### config.mk
export PLATFORM = sky130hd
export DESIGN_NAME = cbpe_weight
export DESIGN_NICKNAME = d
export VERILOG_FILES = /design/src/cbpe_pkg.sv /design/src/cbpe_weight.sv
export SDC_FILE = /design/constraint.sdc
export NUM_CORES = 2
export LEC_CHECK = 0
export BUFFER_PORTS_ARGS = -buffer_cell sky130_fd_sc_hd__clkbuf_2
export CORE_MARGIN = 2
export CORE_UTILIZATION = 44
export CTS_BUF_LIST = sky130_fd_sc_hd__clkbuf_8
export CTS_CLUSTER_DIAMETER = 200
export CTS_CLUSTER_SIZE = 16
export DETAILED_ROUTE_END_ITERATION = 16
export GPL_TIMING_DRIVEN = 0
export PLACE_DENSITY = 0.58
export SLEW_MARGIN = 0
export SYNTH_ARGS = -nofsm -noshare
export SYNTH_HDL_FRONTEND = slang
export SYNTH_SLANG_ARGS = --single-unit
### constraint.sdc
create_clock -name clk -period 12.2 [get_ports clk]
set_input_delay 1.22 -clock clk [delete_from_list [all_inputs] [get_ports clk]]
set_output_delay 1.22 -clock clk [all_outputs]
set_load 0.005 [all_outputs]
### src/cbpe_pkg.sv
// cbpe_pkg: shared widths, register codes and pipeline stage numbering
// for the cubic bezier point evaluator; no dependencies
package cbpe_pkg;

    // fixed field widths
    localparam int CTRL_W    = 9;
    localparam int IDX_W     = 14;
    localparam int OUT_W     = 17;
    localparam int CFG_IDX_W = 3;

    // largest legal coordinate out: 511 pixels with 8 fraction bits
    localparam logic [OUT_W-1:0] POINT_MAX = 17'd130816;

    // pipeline stages, in order
    localparam int ST_CLAMP   = 0;
    localparam int ST_SQUARE  = 1;
    localparam int ST_WEIGHT  = 2;
    localparam int ST_SCALE   = 3;
    localparam int ST_SUM     = 4;
    localparam int ST_ROUND   = 5;
    localparam int NUM_STAGES = 6;

    // one advance enable per stage
    typedef logic [NUM_STAGES-1:0] cbpe_adv_t;

    // configuration register codes
    typedef enum logic [CFG_IDX_W-1:0] {
        REG_CTRL0_X,
        REG_CTRL0_Y,
        REG_CTRL1_X,
        REG_CTRL1_Y,
        REG_CTRL2_X,
        REG_CTRL2_Y,
        REG_CTRL3_X,
        REG_CTRL3_Y
    } cbpe_reg_t;

endpackage

### src/cbpe_weight.sv
// cbpe_weight: first three stages, clamps the index and forms the four
// bernstein weights scaled by D^3; depends on cbpe_pkg
module cbpe_weight #(
    parameter int STEP_COUNT = 8192
) (
    input  logic                                     clk,
    input  cbpe_pkg::cbpe_adv_t                      adv,
    input  logic [cbpe_pkg::IDX_W-1:0]               param_index,
    output logic [3:0][3*$clog2(STEP_COUNT+1)-1:0]   weight
);

    localparam int LOG_D = $clog2(STEP_COUNT + 1) - 1;
    localparam int W     = LOG_D + 1;
    localparam int WW    = 3 * W;
    localparam int CW    = (cbpe_pkg::IDX_W > W) ? cbpe_pkg::IDX_W : W;
    localparam logic [CW-1:0] D_CW = CW'(1) << LOG_D;
    localparam logic [W-1:0]  D_W  = W'(1) << LOG_D;

    logic [CW-1:0]       idx_ext;
    logic [W-1:0]        idx_sat;
    logic [W-1:0]        t1_reg;
    logic [W-1:0]        u1_reg;
    logic [W-1:0]        t2_reg;
    logic [W-1:0]        u2_reg;
    logic [2*W-1:0]      tt_reg;
    logic [2*W-1:0]      uu_reg;
    logic [WW-1:0]       uut;
    logic [WW-1:0]       ttu;
    logic [3:0][WW-1:0]  weight_reg;

    // index past the end behaves as t = 1
    assign idx_ext = CW'(param_index);
    assign idx_sat = (idx_ext > D_CW) ? D_W : idx_ext[W-1:0];

    always_ff @(posedge clk)
    begin
        if (adv[cbpe_pkg::ST_CLAMP])
        begin
            t1_reg <= idx_sat;
            u1_reg <= D_W - idx_sat;
        end
    end

    always_ff @(posedge clk)
    begin
        if (adv[cbpe_pkg::ST_SQUARE])
        begin
            t2_reg <= t1_reg;
            u2_reg <= u1_reg;
            tt_reg <= (2*W)'(t1_reg) * (2*W)'(t1_reg);
            uu_reg <= (2*W)'(u1_reg) * (2*W)'(u1_reg);
        end
    end

    assign uut = WW'(uu_reg) * WW'(t2_reg);
    assign ttu = WW'(tt_reg) * WW'(u2_reg);

    always_ff @(posedge clk)
    begin
        if (adv[cbpe_pkg::ST_WEIGHT])
        begin
            weight_reg[0] <= WW'(uu_reg) * WW'(u2_reg);
            weight_reg[1] <= (uut << 1) + uut;
            weight_reg[2] <= (ttu << 1) + ttu;
            weight_reg[3] <= WW'(tt_reg) * WW'(t2_reg);
        end
    end

    assign weight = weight_reg;

endmodule

# Word level (Yosys, flattened, before mapping)
# Index checks and enable logic that the tools add are counted.
# totals
wordCells	21
mem_count	0
register_bits	280
mem_bits_rw	0
out_inout_bits	168
input_bits	21
romBits	0
latchBits	0
# classes
n_mux	1
div	0
magnitude_cmp	1
add_sub_neg	3
shifts	0
n_eq_ne	0
n_mul	6
n_bitwise	0
n_reduce_logical	0
# ops
operator	n
$mul A28 B14 Y42	4
$add A42 B42 Y42	2
$mul A14 B14 Y28	2
$gt A14 B14 Y1 const B	1
$mux W14	1
$sub A14 B14 Y14 const A	1

# Depth between registers and ports, before layout
# depth
ltp_word	3
ltp_mapped	45

# Least setup slack after synthesis
# OpenSTA, ideal clock, no wires.
# synth_timing
kind	reg2reg
from	register u2_reg[5]
to	register weight_reg (netlist bit weight[125]) (data pin)
period_less_slack_ns	9.143
slack_ns	3.057
stages_incl_launch_ff	37
arrival_ns	8.885
path_cell_list	edfxtp_1 clkbuf_1 clkbuf_1 nand2_1 fa_1 fa_1 fa_1 inv_1 fa_1 fa_1 inv_1 fa_1 inv_1 ha_1 and2_1 a221oi_2 o211ai_1 nand3_1 nand2b_1 a21oi_1 o21bai_1 xor2_1 ha_1 a21o_1 a21o_1 a221o_1 a21oi_1 o31a_1 o31ai_1 and3_1 a2111oi_1 o31ai_4 a21o_1 a211oi_1 o31a_1 o21ai_2 xnor2_1
# synth_between
elab_chain_cells	2
# synth_lines
item	line	text
from (decl)	cbpe_weight.sv:24	logic [W-1:0] u2_reg;
from (signal assigned)	cbpe_weight.sv:49	u2_reg <= u1_reg;
$mul A28 B14 Y42	cbpe_weight.sv:56	assign ttu = WW'(tt_reg) * WW'(u2_reg);
$add A42 B42 Y42	cbpe_weight.sv:64	weight_reg[2] <= (ttu << 1) + ttu;
to (decl)	cbpe_weight.sv:29	logic [3:0][WW-1:0] weight_reg;
# No other way between the ends.
# A chain may end at the register's enable or synchronous reset.

# Worst setup path in the final report
# layout_timing
from	register u2_reg[9]
to	register weight_reg (netlist bit weight[125]) (data pin)
# The elaborated chain is that of the path after synthesis.

==> summary.md <==
### Status
• result of the run: finished, final reports clean

### Placement
• count of buffers inserted at the top-level ports: 185
• minimum setup slack after placement: 0.163 ns
• placer's final routability congestion estimate: 0.944
• half-perimeter wire length after detailed placement: 181 mm

### Yosys
• adder-cell share of the synthesized area: 53.1%
• synthesized-area fraction occupied by and/or/nand/nor cells: 14.8%
• predominant post-synthesis flop cell: sky130_fd_sc_hd__edfxtp_1
• mean area per synthesized cell: 9.44 um^2
• dominant cell by count in the synthesized netlist: sky130_fd_sc_hd__inv_1
• compound-cell area share of the yosys netlist: 6.38%
• area share of the largest cell type after synthesis: 41.2%
• portion of netlist area occupied by mux cells: 0.0765%
• fraction of synthesized cell area in xor and xnor cells: 3.91%
• post-synth cell types: 81
• count of yosys warnings during synthesis: 0
• number of enable flip-flop cells after synthesis: 271
• Post-synth ARST share: 0%
• sequential-to-total area share from yosys stat: 11.6%
• #FFs+latches synth: 271
• dominant combinational cell family by area after synthesis: adder cells
• post-synthesis cell count: 7443
• leading post-synthesis cells by cell area: sky130_fd_sc_hd__fa_1 41%, sky130_fd_sc_hd__ha_1 12%, sky130_fd_sc_hd__edfxtp_1 12%
• cell type contributing the most total cell area after synthesis: sky130_fd_sc_hd__fa_1
• Post-synth top cells: 1559 x sky130_fd_sc_hd__inv_1, 1448 x sky130_fd_sc_hd__fa_1, 1046 x sky130_fd_sc_hd__nand2_1, 679 x sky130_fd_sc_hd__and2_1, 669 x sky130_fd_sc_hd__ha_1
• mapped cell area: 0.0703 mm^2

### Worst setup path
• origin of the critical flop-to-flop path: u2_reg[9]
• element type at the critical path start: flip-flop
• cell with the biggest individual delay on the critical path: sky130_fd_sc_hd__edfxtp_1
• Worst Reg-to-Reg Cells: 36
• signal arrival time at the worst endpoint: 12.20 ns
• required time worst endpoint: 12.75 ns
• Critical Path Sink Type: flip-flop
• Largest stage delay, worst path: 1.03 ns
• cell seen most often among critical-path stages: sky130_fd_sc_hd__fa_1
• r2r setup slk: 0.55 ns
• largest fanout on the critical path: 10
• Reg-to-Reg End: weight[125]
• category of the critical setup timing path: reg -> reg

### Clocking
• deepest level of the CTS H-tree: 1
• clock transition at the register clock pins on the worst setup and hold paths after CTS: 0.13 ns
• TritonCTS clock tree: built
• worst-skew pair later-pin latency: 0.79 ns
• Clock Root Buffer: sky130_fd_sc_hd__clkbuf_8
• number of buffers between clock root and the deepest sink: 3
• CTS buffer count: 22
• sinks on the clock net: 271

### Die
• I/O pin cnt: 189
• chip width: 404 um
• placeable core area: 0.159 mm^2
• DIE AREA: 0.163 mm^2
• chip height: 404 um
• initial core utilization: 44.3%
• # rows: 146

### STA
• Setup Total Neg Slack: 0 ns
• final number of hold-violating endpoints: 0
• Tightest Pin Transition: 1.46 ns
• final-report setup violation count: 0
• Max Fclk: 85.9 MHz
• final setup margin: 0.553 ns
• total count of max-transition violations in the final report: 0
• relative slew slack: 2.81%
• final setup skew: 0.0547 ns
• post-layout minimum cycle time: 11.65 ns
• Tcrit/Tclk final: 95.5%
• setup repair after global routing missed its margin: no

### Detailed routing
• Iteration-0 DRC Markers: 4139
• WL/cell: 22.1 um
• number of nets with antenna violations after routing: 0
• WL final: 216 mm
• number of design rule violations left after detail routing: 0
• Via density: 5.31
• total vias in the final route: 51915
• router iterations before antenna repair: 9

### Global routing
• maximum number of pins on one net before global-route repair: 98
• wire length of the first global-routing pass: 330 mm
• number of antenna violations at the first check in global routing: 21
• Overall Global Routing Usage: 27.1%
• via count of the first global-routing pass: 54458
• grt ovf: 0

### Flow run
• max_cap viols: 0

### Hold path
• cell count of the worst hold path: 0
• Worst Hold Endpoint: u2_reg[10]
• critical hold path startpoint: u1_reg[10]
• type of the tightest min-delay check: reg -> reg

### Final layout
• relative area change from synthesis to final layout: 5.92%
• fill count: 15551
• final net count: 9822
• Largest register FFs: 165
• share of final-layout standard cells stronger than drive strength 1: 3.42%

## how the worst max path moves through the flow
| stage | start | endpoint | cells after the start |
|---|---|---|---|
| 2_1_floorplan | u2_reg[5] | weight[125] | 36 |
| 3_3_place_gp | u2_reg[7] | weight[125] | 36 |
| 3_5_place_dp | u2_reg[9] | weight[125] | 36 |
| 4_1_cts | u2_reg[9] | weight[125] | 36 |
| 5_1_grt | t2_reg[6] | weight[82] | 40 |
| 6_report | u2_reg[9] | weight[125] | 36 |
## worst max-delay path, delay by kind of cell, from the launching register on
| family | cells | cell delay [ns] |
|---|---|---|
| adder cells (fa/ha/maj) | 8 | 3.40 |
| XOR/XNOR | 2 | 0.29 |
| AO/OA/AOI/OAI | 16 | 4.31 |
| AND/OR/NAND/NOR | 5 | 1.08 |
| flip-flops | 1 | 1.03 |
| buffers and inverters | 5 | 1.23 |
## per-layer routing
layer  GRT usage (%)  share of wire (%)
met1            36.4                 41
met2            43.3                 46
met3            4.60                8.0
met4            11.6                5.1
met5               0             0.0060
## cell usage in the layout, fill, tap and decap left out, types with 21 or more instances in the layout
master                     instances
sky130_fd_sc_hd__and3_1           28
sky130_fd_sc_hd__nor3_1           32
sky130_fd_sc_hd__ha_1            669
sky130_fd_sc_hd__nand2b_1         38
sky130_fd_sc_hd__clkbuf_1        323
sky130_fd_sc_hd__a211oi_1         21
sky130_fd_sc_hd__clkbuf_2        189
sky130_fd_sc_hd__fa_1           1448
sky130_fd_sc_hd__inv_1          1560
sky130_fd_sc_hd__a21o_1           91
sky130_fd_sc_hd__edfxtp_1        271
sky130_fd_sc_hd__nand3_1          47
sky130_fd_sc_hd__and2_1          679
sky130_fd_sc_hd__conb_1           32
sky130_fd_sc_hd__clkbuf_8         24
sky130_fd_sc_hd__a21oi_1         230
sky130_fd_sc_hd__xor2_1           86
sky130_fd_sc_hd__nand2_1        1046
sky130_fd_sc_hd__o21bai_1         47
sky130_fd_sc_hd__nor2b_1          42
sky130_fd_sc_hd__o21ai_0         109
sky130_fd_sc_hd__xnor2_1         225
sky130_fd_sc_hd__nor2_1          173
sky130_fd_sc_hd__o21a_1           32
## cell type report
class | instances | area [um^2] | area share, %
clock buffer | 23 | 317 | 0.425
tap | 2072 | 2590 | 3.48
clock inverter | 6 | 70.1 | 0.0941
antenna | 13 | 32.5 | 0.0437
timing repair buffer | 191 | 1050 | 1.41
sequential | 271 | 8140 | 10.9
inverter | 1559 | 5850 | 7.86
multi-input combinational | 5306 | 55100 | 74.1
buffer | 333 | 1270 | 1.71
## logic make-up after synthesis
family                   Yosys count
AO/OA/AOI/OAI                    686
buffers and inverters           1896
XOR/XNOR                         312
multiplexers                       5
AND/OR/NAND/NOR                 2154
flip-flops                       271
other                              2
adder cells (fa/ha/maj)         2117
## timing repair
action / 4_1_cts / 5_1_grt
gates resized for setup: 0 / 6
endpoints found under the setup margin: 0 / 6
hold buffers: 0 / 0
buffers inserted: 0 / 3
## through the flow
step           cell area (um^2)  util (%)  std cells  hold slack (ns)
2_1_floorplan             70400         -       7473            0.424
4_1_cts                   74400      46.9       9762            0.471
3_5_place_dp              74000      46.7       9733            0.442
6_report                  74500      47.0       9774            0.466
5_1_grt                   74400      46.9       9762            0.489
3_3_place_gp              73900      46.6       9730            0.432
Power is left out: the tool's default activity adds up to more than one toggle a clock period on the data nets, which glitch-free logic cannot reach.
